$ cat src/rtl/cbe_pkg.sv
`timescale 1ns / 1ps
`default_nettype none
// Shared constants and types for the cubic Bezier easing block.
// No dependencies; the stream interfaces and the top level import it.
package cbe_pkg;

	localparam int FRAC_BITS    = 16;
	localparam int NEWTON_STEPS = 10;
	localparam int WORD_W       = FRAC_BITS + 1;

	typedef logic [WORD_W-1:0] word_t;

	localparam word_t ONE = word_t'(1) << FRAC_BITS;

	// Control point defaults: x1 = 0.4, x2 = 0.2, y1 = 0, y2 = 1
	localparam word_t CTRL_X1_RST = word_t'((2 * (2 ** FRAC_BITS)) / 5);
	localparam word_t CTRL_X2_RST = word_t'((2 ** FRAC_BITS) / 5);
	localparam word_t CTRL_Y1_RST = '0;
	localparam word_t CTRL_Y2_RST = ONE;

	localparam int CFG_IDX_W = 2;
	typedef logic [CFG_IDX_W-1:0] cfg_idx_t;

	localparam cfg_idx_t CFG_CTRL_X1 = 2'd0;
	localparam cfg_idx_t CFG_CTRL_X2 = 2'd1;
	localparam cfg_idx_t CFG_CTRL_Y1 = 2'd2;
	localparam cfg_idx_t CFG_CTRL_Y2 = 2'd3;

	// Saturate a Q1.F word to [0, 1]
	function automatic word_t sat_unit(input word_t v);
		return (v > ONE) ? ONE : v;
	endfunction

endpackage
`default_nettype wire

$ cat src/rtl/cbe_if.sv
`timescale 1ns / 1ps
`default_nettype none
// Valid/ready stream interfaces for the easing block's input and result.
// Depends on cbe_pkg for the payload word type.
interface cbe_linear_if;
	import cbe_pkg::*;
	logic  valid;
	logic  ready;
	word_t linear_t;
	modport source (output valid, output linear_t, input ready);
	modport sink   (input valid, input linear_t, output ready);
endinterface

interface cbe_eased_if;
	import cbe_pkg::*;
	logic  valid;
	logic  ready;
	word_t eased_value;
	modport source (output valid, output eased_value, input ready);
	modport sink   (input valid, input eased_value, output ready);
endinterface
`default_nettype wire

$ cat src/rtl/cubic_bezier_easing.sv
`timescale 1ns / 1ps
`default_nettype none
// Cubic Bezier easing curve evaluator: one shared multiplier under a microcode
// sequencer plus a one-bit-per-cycle restoring divider. Depends on cbe_pkg, cbe_if.
//
// Usage:
//   linear : request channel carrying linear_t (unsigned Q1.16, above one reads as one).
//   eased  : result channel carrying eased_value (unsigned Q1.16, in [0, 1]).
//   cfg_*  : write port for ctrl_x1, ctrl_x2, ctrl_y1, ctrl_y2 (index 0..3); write
//            only while the block is idle. Values above one are stored as one.
// Sequence:
//   One request per evaluation; linear.ready is high only in idle. Each Newton step
//   runs the curve and slope ops on the multiplier, a check, the divider and an update;
//   the final y evaluation runs the curve ops and the finish. A request runs at most
//   NEWTON_STEPS Newton steps; a flat slope ends the steps at its check. The shared
//   multiplier and the serial divider set the length of an evaluation.
// Reset and stalls:
//   arst_n returns the control points to their defaults and empties the result
//   register. A finished result waits in the output register; a new request is
//   taken meanwhile, and its result waits until the previous one has been taken.
module cubic_bezier_easing (
	input  wire logic             clk,
	input  wire logic             arst_n,
	input  wire logic             cfg_we,
	input  wire cbe_pkg::cfg_idx_t cfg_index,
	input  wire cbe_pkg::word_t   cfg_data,
	cbe_linear_if.sink            linear,
	cbe_eased_if.source           eased
);
	import cbe_pkg::*;

	localparam int ACC_W  = FRAC_BITS + 5;
	localparam int PROD_W = 2 * WORD_W;
	localparam int DIV_W  = ACC_W + FRAC_BITS + 2;
	localparam int Q_W    = FRAC_BITS + 3;
	localparam int QCNT_W = $clog2(Q_W);
	localparam int STEP_W = $clog2(NEWTON_STEPS + 1);
	localparam int TN_W   = Q_W + 2;
	localparam int PC_W   = 4;

	localparam logic [PC_W-1:0] PC_LAST_CURVE  = 4'd6;
	localparam logic [PC_W-1:0] PC_LAST_NEWTON = 4'd10;

	localparam logic [PROD_W-1:0] RND_HALF = PROD_W'(1) << (FRAC_BITS - 1);
	localparam logic [Q_W-1:0]    Q_MAX    = Q_W'(1) << (FRAC_BITS + 1);

	typedef enum logic [2:0] {
		ST_IDLE, ST_EVAL, ST_CHECK, ST_DIV, ST_UPDATE, ST_FINISH
	} state_t;

	typedef enum logic [3:0] {
		OPN_T, OPN_MT, OPN_T2, OPN_MT2, OPN_A, OPN_B, OPN_C,
		OPN_P1, OPN_P2, OPN_PD, OPN_PC
	} opnd_t;

	typedef enum logic [2:0] {
		DST_NONE, DST_T2, DST_MT2, DST_A, DST_B, DST_C
	} dest_t;

	typedef enum logic [1:0] {ACC_NONE, ACC_X, ACC_D} accsel_t;
	typedef enum logic [1:0] {WT_1, WT_3, WT_6} weight_t;

	typedef struct packed {
		opnd_t   a;
		opnd_t   b;
		dest_t   dst;
		accsel_t acc;
		weight_t wt;
	} uop_t;

	// Curve terms first (ops 0..6), slope terms after (ops 7..10)
	function automatic uop_t uop_at(input logic [PC_W-1:0] pc);
		uop_t u;
		u = '{a: OPN_T, b: OPN_T, dst: DST_NONE, acc: ACC_NONE, wt: WT_1};
		unique case (pc)
			4'd0:  u = '{a: OPN_T,   b: OPN_T,  dst: DST_T2,   acc: ACC_NONE, wt: WT_1};
			4'd1:  u = '{a: OPN_T2,  b: OPN_T,  dst: DST_NONE, acc: ACC_X,    wt: WT_1};
			4'd2:  u = '{a: OPN_MT,  b: OPN_MT, dst: DST_MT2,  acc: ACC_NONE, wt: WT_1};
			4'd3:  u = '{a: OPN_MT2, b: OPN_T,  dst: DST_A,    acc: ACC_NONE, wt: WT_1};
			4'd4:  u = '{a: OPN_A,   b: OPN_P1, dst: DST_NONE, acc: ACC_X,    wt: WT_3};
			4'd5:  u = '{a: OPN_MT,  b: OPN_T2, dst: DST_B,    acc: ACC_NONE, wt: WT_1};
			4'd6:  u = '{a: OPN_B,   b: OPN_P2, dst: DST_NONE, acc: ACC_X,    wt: WT_3};
			4'd7:  u = '{a: OPN_MT2, b: OPN_P1, dst: DST_NONE, acc: ACC_D,    wt: WT_3};
			4'd8:  u = '{a: OPN_MT,  b: OPN_T,  dst: DST_C,    acc: ACC_NONE, wt: WT_1};
			4'd9:  u = '{a: OPN_C,   b: OPN_PD, dst: DST_NONE, acc: ACC_D,    wt: WT_6};
			4'd10: u = '{a: OPN_T2,  b: OPN_PC, dst: DST_NONE, acc: ACC_D,    wt: WT_3};
			default: u = '{a: OPN_T, b: OPN_T, dst: DST_NONE, acc: ACC_NONE, wt: WT_1};
		endcase
		return u;
	endfunction

	// Control and configuration
	state_t              state_q;
	logic [PC_W-1:0]     pc_q;
	logic [QCNT_W-1:0]   cnt_q;
	logic [STEP_W-1:0]   step_q;
	logic                mode_y_q;
	logic                out_valid_q;
	word_t               out_value_q;
	word_t               ctrl_x1_q, ctrl_x2_q, ctrl_y1_q, ctrl_y2_q;

	// Datapath
	word_t                    x_q, t_q, t2_q, mt2_q, a_q, b_q, c_q;
	logic signed [ACC_W-1:0]  acc_x_q, acc_d_q;
	logic [DIV_W-1:0]         dvd_q, dvs_q;
	logic [Q_W-1:0]           q_q;
	logic                     neg_q;

	logic lin_acc;
	assign lin_acc      = linear.valid && linear.ready;
	assign linear.ready = (state_q == ST_IDLE);
	assign eased.valid       = out_valid_q;
	assign eased.eased_value = out_value_q;

	// Operand selection
	uop_t                     uop;
	word_t                    mt, p1, p2, pc_term, opa, b_mag, p_mag;
	logic signed [WORD_W:0]   pd, opb;
	logic                     b_neg;
	logic [PROD_W-1:0]        prod, psum;
	logic signed [ACC_W-1:0]  p_ext, p_val, p_wt;

	always_comb begin
		uop     = uop_at(pc_q);
		mt      = ONE - t_q;
		p1      = mode_y_q ? ctrl_y1_q : ctrl_x1_q;
		p2      = mode_y_q ? ctrl_y2_q : ctrl_x2_q;
		pd      = signed'({1'b0, p2}) - signed'({1'b0, p1});
		pc_term = ONE - p2;

		unique case (uop.a)
			OPN_T:   opa = t_q;
			OPN_MT:  opa = mt;
			OPN_T2:  opa = t2_q;
			OPN_MT2: opa = mt2_q;
			OPN_A:   opa = a_q;
			OPN_B:   opa = b_q;
			OPN_C:   opa = c_q;
			default: opa = '0;
		endcase

		unique case (uop.b)
			OPN_T:   opb = signed'({1'b0, t_q});
			OPN_MT:  opb = signed'({1'b0, mt});
			OPN_T2:  opb = signed'({1'b0, t2_q});
			OPN_P1:  opb = signed'({1'b0, p1});
			OPN_P2:  opb = signed'({1'b0, p2});
			OPN_PD:  opb = pd;
			OPN_PC:  opb = signed'({1'b0, pc_term});
			default: opb = '0;
		endcase

		// Shared multiplier: magnitude product, round half away from zero
		b_neg = opb[WORD_W];
		b_mag = b_neg ? WORD_W'(-opb) : WORD_W'(opb);
		prod  = PROD_W'(opa) * PROD_W'(b_mag);
		psum  = prod + RND_HALF;
		p_mag = psum[FRAC_BITS +: WORD_W];
		p_ext = signed'(ACC_W'(p_mag));
		p_val = b_neg ? -p_ext : p_ext;

		unique case (uop.wt)
			WT_1:    p_wt = p_val;
			WT_3:    p_wt = p_val + (p_val <<< 1);
			WT_6:    p_wt = (p_val <<< 1) + (p_val <<< 2);
			default: p_wt = p_val;
		endcase
	end

	// Newton check, divider compare, t update and y clamp
	logic signed [ACC_W-1:0] err;
	logic [ACC_W-1:0]        err_mag, d_mag;
	logic                    d_zero, div_ge;
	logic [Q_W-1:0]          q_sat;
	logic signed [TN_W-1:0]  t_ext, q_ext, t_new;
	word_t                   t_next, y_clamped;

	always_comb begin
		err     = acc_x_q - signed'(ACC_W'(x_q));
		err_mag = err[ACC_W-1] ? ACC_W'(-err) : ACC_W'(err);
		d_mag   = acc_d_q[ACC_W-1] ? ACC_W'(-acc_d_q) : ACC_W'(acc_d_q);
		d_zero  = (acc_d_q == '0);
		div_ge  = (dvd_q >= dvs_q);

		q_sat = (q_q > Q_MAX) ? Q_MAX : q_q;
		t_ext = signed'(TN_W'(t_q));
		q_ext = signed'(TN_W'(q_sat));
		t_new = neg_q ? (t_ext + q_ext) : (t_ext - q_ext);
		if (t_new < 0) begin
			t_next = '0;
		end else if (t_new > signed'(TN_W'(ONE))) begin
			t_next = ONE;
		end else begin
			t_next = t_new[WORD_W-1:0];
		end

		if (acc_x_q < 0) begin
			y_clamped = '0;
		end else if (acc_x_q > signed'(ACC_W'(ONE))) begin
			y_clamped = ONE;
		end else begin
			y_clamped = acc_x_q[WORD_W-1:0];
		end
	end

	// Sequencer, configuration and result register
	always_ff @(posedge clk or negedge arst_n) begin
		if (!arst_n) begin
			state_q     <= ST_IDLE;
			pc_q        <= '0;
			cnt_q       <= '0;
			step_q      <= '0;
			mode_y_q    <= 1'b0;
			out_valid_q <= 1'b0;
			out_value_q <= '0;
			ctrl_x1_q   <= CTRL_X1_RST;
			ctrl_x2_q   <= CTRL_X2_RST;
			ctrl_y1_q   <= CTRL_Y1_RST;
			ctrl_y2_q   <= CTRL_Y2_RST;
		end else begin
			if (cfg_we) begin
				unique case (cfg_index)
					CFG_CTRL_X1: ctrl_x1_q <= sat_unit(cfg_data);
					CFG_CTRL_X2: ctrl_x2_q <= sat_unit(cfg_data);
					CFG_CTRL_Y1: ctrl_y1_q <= sat_unit(cfg_data);
					CFG_CTRL_Y2: ctrl_y2_q <= sat_unit(cfg_data);
				endcase
			end

			// Drop a taken result; a finishing request loads its own below
			if (eased.ready && (state_q != ST_FINISH)) begin
				out_valid_q <= 1'b0;
			end

			unique case (state_q)
				ST_IDLE: begin
					if (lin_acc) begin
						state_q  <= ST_EVAL;
						pc_q     <= '0;
						step_q   <= '0;
						mode_y_q <= 1'b0;
					end
				end
				ST_EVAL: begin
					if (pc_q == (mode_y_q ? PC_LAST_CURVE : PC_LAST_NEWTON)) begin
						pc_q    <= '0;
						state_q <= mode_y_q ? ST_FINISH : ST_CHECK;
					end else begin
						pc_q <= pc_q + 1'b1;
					end
				end
				ST_CHECK: begin
					// Flat slope: keep t and go straight to the y evaluation
					if (d_zero) begin
						mode_y_q <= 1'b1;
						state_q  <= ST_EVAL;
					end else begin
						cnt_q   <= '0;
						state_q <= ST_DIV;
					end
				end
				ST_DIV: begin
					if (cnt_q == QCNT_W'(Q_W - 1)) begin
						state_q <= ST_UPDATE;
					end else begin
						cnt_q <= cnt_q + 1'b1;
					end
				end
				ST_UPDATE: begin
					state_q <= ST_EVAL;
					if (step_q == STEP_W'(NEWTON_STEPS - 1)) begin
						mode_y_q <= 1'b1;
					end else begin
						step_q <= step_q + 1'b1;
					end
				end
				ST_FINISH: begin
					// Hold until the previous result has been taken
					if (!out_valid_q || eased.ready) begin
						out_valid_q <= 1'b1;
						out_value_q <= y_clamped;
						state_q     <= ST_IDLE;
					end
				end
				default: state_q <= ST_IDLE;
			endcase
		end
	end

	// Datapath registers
	always_ff @(posedge clk) begin
		unique case (state_q)
			ST_IDLE: begin
				if (lin_acc) begin
					x_q     <= sat_unit(linear.linear_t);
					t_q     <= sat_unit(linear.linear_t);
					acc_x_q <= '0;
					acc_d_q <= '0;
				end
			end
			ST_EVAL: begin
				unique case (uop.dst)
					DST_T2:  t2_q  <= p_mag;
					DST_MT2: mt2_q <= p_mag;
					DST_A:   a_q   <= p_mag;
					DST_B:   b_q   <= p_mag;
					DST_C:   c_q   <= p_mag;
					default: ;
				endcase
				unique case (uop.acc)
					ACC_X:   acc_x_q <= acc_x_q + p_wt;
					ACC_D:   acc_d_q <= acc_d_q + p_wt;
					default: ;
				endcase
			end
			ST_CHECK: begin
				dvd_q   <= DIV_W'(err_mag) << FRAC_BITS;
				dvs_q   <= DIV_W'(d_mag) << (Q_W - 1);
				q_q     <= '0;
				neg_q   <= err[ACC_W-1] ^ acc_d_q[ACC_W-1];
				acc_x_q <= '0;
				acc_d_q <= '0;
			end
			ST_DIV: begin
				// Restoring division, one quotient bit a cycle
				if (div_ge) begin
					dvd_q <= dvd_q - dvs_q;
				end
				q_q   <= {q_q[Q_W-2:0], div_ge};
				dvs_q <= dvs_q >> 1;
			end
			ST_UPDATE: begin
				t_q     <= t_next;
				acc_x_q <= '0;
				acc_d_q <= '0;
			end
			default: ;
		endcase
	end

endmodule
`default_nettype wire

$ cat src/flat_wrapper.sv
// flat-port wrapper written by rule: the top's interface ports become plain ports
module cubic_bezier_easing_flat import cbe_pkg::*;
  (clk, arst_n, cfg_we, cfg_index, cfg_data, linear_valid, linear_linear_t, linear_ready, eased_valid, eased_eased_value, eased_ready);
  cbe_linear_if linear_i ();
  cbe_eased_if eased_i ();
  input  wire logic clk;
  input  wire logic arst_n;
  input  wire logic cfg_we;
  input  wire cbe_pkg::cfg_idx_t cfg_index;
  input  wire cbe_pkg::word_t cfg_data;
  input wire logic [$bits(linear_i.valid)-1:0] linear_valid;
  input wire logic [$bits(linear_i.linear_t)-1:0] linear_linear_t;
  output wire logic [$bits(linear_i.ready)-1:0] linear_ready;
  output wire logic [$bits(eased_i.valid)-1:0] eased_valid;
  output wire logic [$bits(eased_i.eased_value)-1:0] eased_eased_value;
  input wire logic [$bits(eased_i.ready)-1:0] eased_ready;
  assign linear_i.valid = linear_valid;
  assign linear_i.linear_t = linear_linear_t;
  assign linear_ready = linear_i.ready;
  assign eased_valid = eased_i.valid;
  assign eased_eased_value = eased_i.eased_value;
  assign eased_i.ready = eased_ready;
  cubic_bezier_easing u_core (.clk(clk), .arst_n(arst_n), .cfg_we(cfg_we), .cfg_index(cfg_index), .cfg_data(cfg_data), .linear(linear_i), .eased(eased_i));
endmodule
$ cat config.mk
export PLATFORM = sky130hd
export DESIGN_NAME = cubic_bezier_easing_flat
export DESIGN_NICKNAME = d
export VERILOG_FILES = /design/src/rtl/cbe_pkg.sv /design/src/rtl/cbe_if.sv /design/src/rtl/cubic_bezier_easing.sv /design/src/flat_wrapper.sv
export SDC_FILE = /design/constraint.sdc
export NUM_CORES = 2
export LEC_CHECK = 0
export ABC_AREA = 1
export BUFFER_PORTS_ARGS = -buffer_cell sky130_fd_sc_hd__buf_2
export CELL_PAD_IN_SITES_DETAIL_PLACEMENT = 1
export CELL_PAD_IN_SITES_GLOBAL_PLACEMENT = 1
export CORE_MARGIN = 2
export CORE_UTILIZATION = 53
export DETAILED_ROUTE_END_ITERATION = 7
export PLACE_DENSITY_LB_ADDON = 0.15
export RECOVER_POWER = 50
export REMOVE_ABC_BUFFERS = 1
export SLEW_MARGIN = 20
export SYNTH_ARGS = -nofsm -noshare
export SYNTH_HDL_FRONTEND = slang
export SYNTH_SLANG_ARGS = --single-unit
$ cat constraint.sdc
create_clock -name clk -period 35.4 [get_ports clk]
set_input_delay 3.54 -clock clk [delete_from_list [all_inputs] [get_ports clk]]
set_output_delay 3.54 -clock clk [all_outputs]
set_load 0.03 [all_outputs]
==> flow_summary.json <==
{
  "cts_buffers": 45,
  "synth-compound-area-share_pct": 13.06,
  "worst_slew_pin_slew_ns": 3.874,
  "vias": 31360,
  "clock-sinks": 362,
  "hold_path_depth": 2,
  "pin_count": 60,
  "yosysSeqAreaShare_pct": 29.16,
  "hold_buffers": 0,
  "drt_pre_antenna_iters": 5,
  "syn_area_per_cell_sq_um": 7.991,
  "viasPerCell": 5.816,
  "period_minus_slack_ns": 15.72,
  "nets": 5065,
  "grt_pass1_vias": 34130,
  "synth_mux_area_share_pct": 0.3939,
  "hold_viol_final": 0,
  "dieWidth_um": 263.1,
  "coreArea_sq_um": 66100,
  "reg2reg_slack_ns": 19.68,
  "hold_class": "reg -> reg",
  "clk_latency_ns": 0.59,
  "tritoncts": "done",
  "area_delta_synth_final_pct": 7.484,
  "cts_root_buf": "clkbuf_16",
  "grt.total_usage_pct": 33.78,
  "cpMaxStageDelayCell": "fa_1",
  "die-area_sq_um": 69220,
  "synthAdderAreaFrac_pct": 23.62,
  "synth_edf_count": 259,
  "required_ns": 35.73,
  "antenna_found_initial": 0,
  "diodes": 0,
  "fillerInstances": 8191,
  "io_buffers": 59,
  "start_kind": "flip-flop",
  "synth_simple_gate_area_share_pct": 20.56,
  "multiInputGateArea_sq_um": 21750,
  "ys_ff_latch": 362,
  "num_rows": 94,
  "finalMaxSlewViolations": 364,
  "post_cts_buffers": 0,
  "worst_path_most_repeated_cell": "nand2_1",
  "post_drt_wl_per_cell_um": 21.65,
  "post_cts_resized": 0,
  "fin_skew_ns": 0.02771,
  "worstHoldEndpoint": "u_core.ctrl_x2_q[10]",
  "rr_startpoint": "u_core.mode_y_q",
  "worst_slew_margin_rel_pct": -158.3,
  "drt_drc_violations_left": 0,
  "grt_pass1_wl_mm": 185.8,
  "regArea_sq_um": 10380,
  "end_kind": "flip-flop",
  "overflow": 0,
  "wl_mm": 116.7,
  "worstRegToRegCells": 78,
  "slowest_delay_ns": 0.58,
  "cts.path.max_buffers": 3,
  "final_cells": 5391,
  "htreeDepth": 2,
  "synth_xor_area_share_pct": 3.316,
  "synth_area_sq_um": 35580,
  "synth_cell_types": 81,
  "clock.fmax_ghz": 0.06361,
  "place.gp.congestion": 0.9351,
  "dp.cells": 5308,
  "drtAntennaViolNets": 0,
  "cts.clk_slew.worst_paths_ns": 0.06,
  "netlist_instances": 4452,
  "drt_iter0_markers": 2026,
  "rsz0062_at_grt": "false",
  "yosys_most_used_dff": "edfxtp_1",
  "path_max_fanout": 44,
  "yosysWarnings": 0,
  "post-dp-hpwl_mm": 90.80,
  "die_h_um": 263.1,
  "drive_gt1_share_pct": 7.466,
  "post-route-util_pct": 57.85,
  "fin_tns_setup_ns": 0,
  "maxCapViolations": 7,
  "hold_start": "u_core.ctrl_x2_q[10]",
  "grt_max_degree": 75,
  "crit_type": "reg -> reg",
  "initial_core_util_pct": 53.83,
  "async_flop_share_pct": 28.45,
  "synth_top_family_by_area": "adder cells",
  "status": "finished, violations left",
  "rr_endpoint": "u_core.acc_x_q[20]",
  "period_share_pct": 44.41,
  "violations": "capacitance limit, slew limit",
  "cp.arrival_ns": 16.05,
  "setup_violations": 0
}
==> state kept, by name (all words and copies together), names as in the netlist, 5 cells and up <==
register                  flops
u_core.dvd_q                 39
u_core.dvs_q                 39
u_core.acc_d_q               21
u_core.acc_x_q               21
u_core.q_q                   19
u_core.a_q                   17
u_core.b_q                   17
u_core.c_q                   17
u_core.ctrl_x1_q             17
u_core.ctrl_x2_q             17
u_core.ctrl_y1_q             17
u_core.ctrl_y2_q             17
u_core.eased.eased_value     17
u_core.mt2_q                 17
u_core.t2_q                  17
u_core.t_q                   17
u_core.x_q                   17
u_core.cnt_q                  5
==> routing by layer <==
| metal | vias to the layer above | track usage (%) | share of wire, % |
|---|---|---|---|
| li1 | 14580 | - | - |
| met1 | 15540 | 41.40 | 41 |
| met2 | 933 | 59.46 | 49 |
| met3 | 305 | 4.471 | 5.3 |
| met4 | 0 | 14.90 | 4.6 |
| met5 | - | 0 | 0 |
==> how the worst max path moves through the flow <==
stage / to / slack, ns / cells past startpoint / from
floorplan: u_core.acc_d_q[20] / 21.80 / 74 / u_core.mode_y_q
finish: u_core.acc_x_q[20] / 19.68 / 78 / u_core.mode_y_q
global route: u_core.acc_x_q[20] / 18.26 / 76 / u_core.mode_y_q
CTS: u_core.acc_x_q[20] / 19.82 / 78 / u_core.mode_y_q
detailed placement: u_core.acc_d_q[20] / 20.09 / 76 / u_core.mode_y_q
global placement: u_core.acc_d_q[20] / 20.89 / 72 / u_core.mode_y_q
==> cell usage in the layout (no fill, tap or decap), types with 40 or more instances in the layout <==
cell type,synthesis,layout
nor2_1,478,476
nor3_1,60,60
edfxtp_1,259,259
o22ai_1,40,40
inv_1,770,769
xor2_1,84,84
clkbuf_16,0,46
buf_2,8,57
o21ai_0,299,299
ha_1,302,302
dfrtp_1,86,85
nand3_1,139,139
nand2_1,835,834
fa_1,231,231
a21oi_1,244,244
==> critical path: cells and delay by family, from the launching register on <==
kind / cells / cell delay, ns
buffers and inverters: 17 / 2.15
and+or+nand+nor: 31 / 3.68
adders and majority gates: 11 / 5.00
DFF: 1 / 0.34
xor gates and xnor gates: 4 / 1.10
AOI/OAI and AO/OA: 15 / 3.11
==> synth_stat cells (6+ instances only) <==
master | number | area [sq um]
a221oi_1 | 17 | 148.9
xor2_1 | 84 | 735.7
clkbuf_1 | 82 | 307.8
nor2_2 | 13 | 81.33
o21ai_1 | 24 | 120.1
a31oi_1 | 34 | 212.7
inv_1 | 770 | 2890
o21ai_2 | 8 | 70.07
buf_6 | 7 | 78.83
xnor2_1 | 32 | 280.3
nand3_1 | 139 | 695.7
ha_1 | 302 | 3779
nor3_1 | 60 | 300.3
o21a_1 | 25 | 187.7
a22o_1 | 21 | 183.9
a21oi_1 | 244 | 1221
nor2_4 | 7 | 78.83
and3_1 | 6 | 37.54
dfstp_2 | 17 | 446.7
clkinv_1 | 15 | 56.30
nor2_1 | 478 | 1794
o31ai_1 | 16 | 120.1
nand2_1 | 835 | 3134
a21o_1 | 12 | 90.09
edfxtp_1 | 259 | 7777
fa_1 | 231 | 4624
mux2i_1 | 14 | 140.1
o22ai_1 | 40 | 250.2
o211ai_1 | 7 | 52.55
nand4_1 | 36 | 225.2
nand3_2 | 16 | 160.2
nand2_2 | 33 | 206.5
o21bai_1 | 14 | 105.1
inv_2 | 28 | 105.1
nand2_4 | 7 | 78.83
buf_2 | 8 | 40.04
dfrtp_1 | 86 | 2152
nor4_1 | 24 | 150.1
o21ai_0 | 299 | 1496
or2_2 | 22 | 137.6
==> cell type report <==
class                   count  share of cell area (%)
repair buffers             94                   1.325
flip-flops and latches    362                   27.14
inverters                 815                   8.020
clock buffers              60                   3.278
clock inverters            23                  0.5268
multi-input cells        3173                   56.89
well taps                 864                   2.827
==> kinds of logic (layout without fill, tap and decap cells) <==
kind of cell / Yosys count / in the layout
muxes: 14 / 14
AOI/OAI and AO/OA: 800 / 800
DFF: 362 / 362
xor gates and xnor gates: 124 / 124
buffers and inverters: 917 / 992
and+or+nand+nor: 1702 / 1702
adders and majority gates: 533 / 533
==> metrics by stage <==
| stage | hold slack [ns] | setup slack, ns | area [sq um] |
|---|---|---|---|
| floorplan | 0.4338 | 21.80 | 35120 |
| global placement | 0.4525 | 20.89 | 36860 |
| detailed placement | 0.4696 | 20.09 | 36860 |
| CTS | 0.4855 | 19.82 | 38310 |
| global route | 0.4960 | 18.26 | 38240 |
| finish | 0.4797 | 19.68 | 38240 |
Power is left out: the tool's default activity adds up to more than one toggle a clock period on the data nets, which glitch-free logic cannot reach.
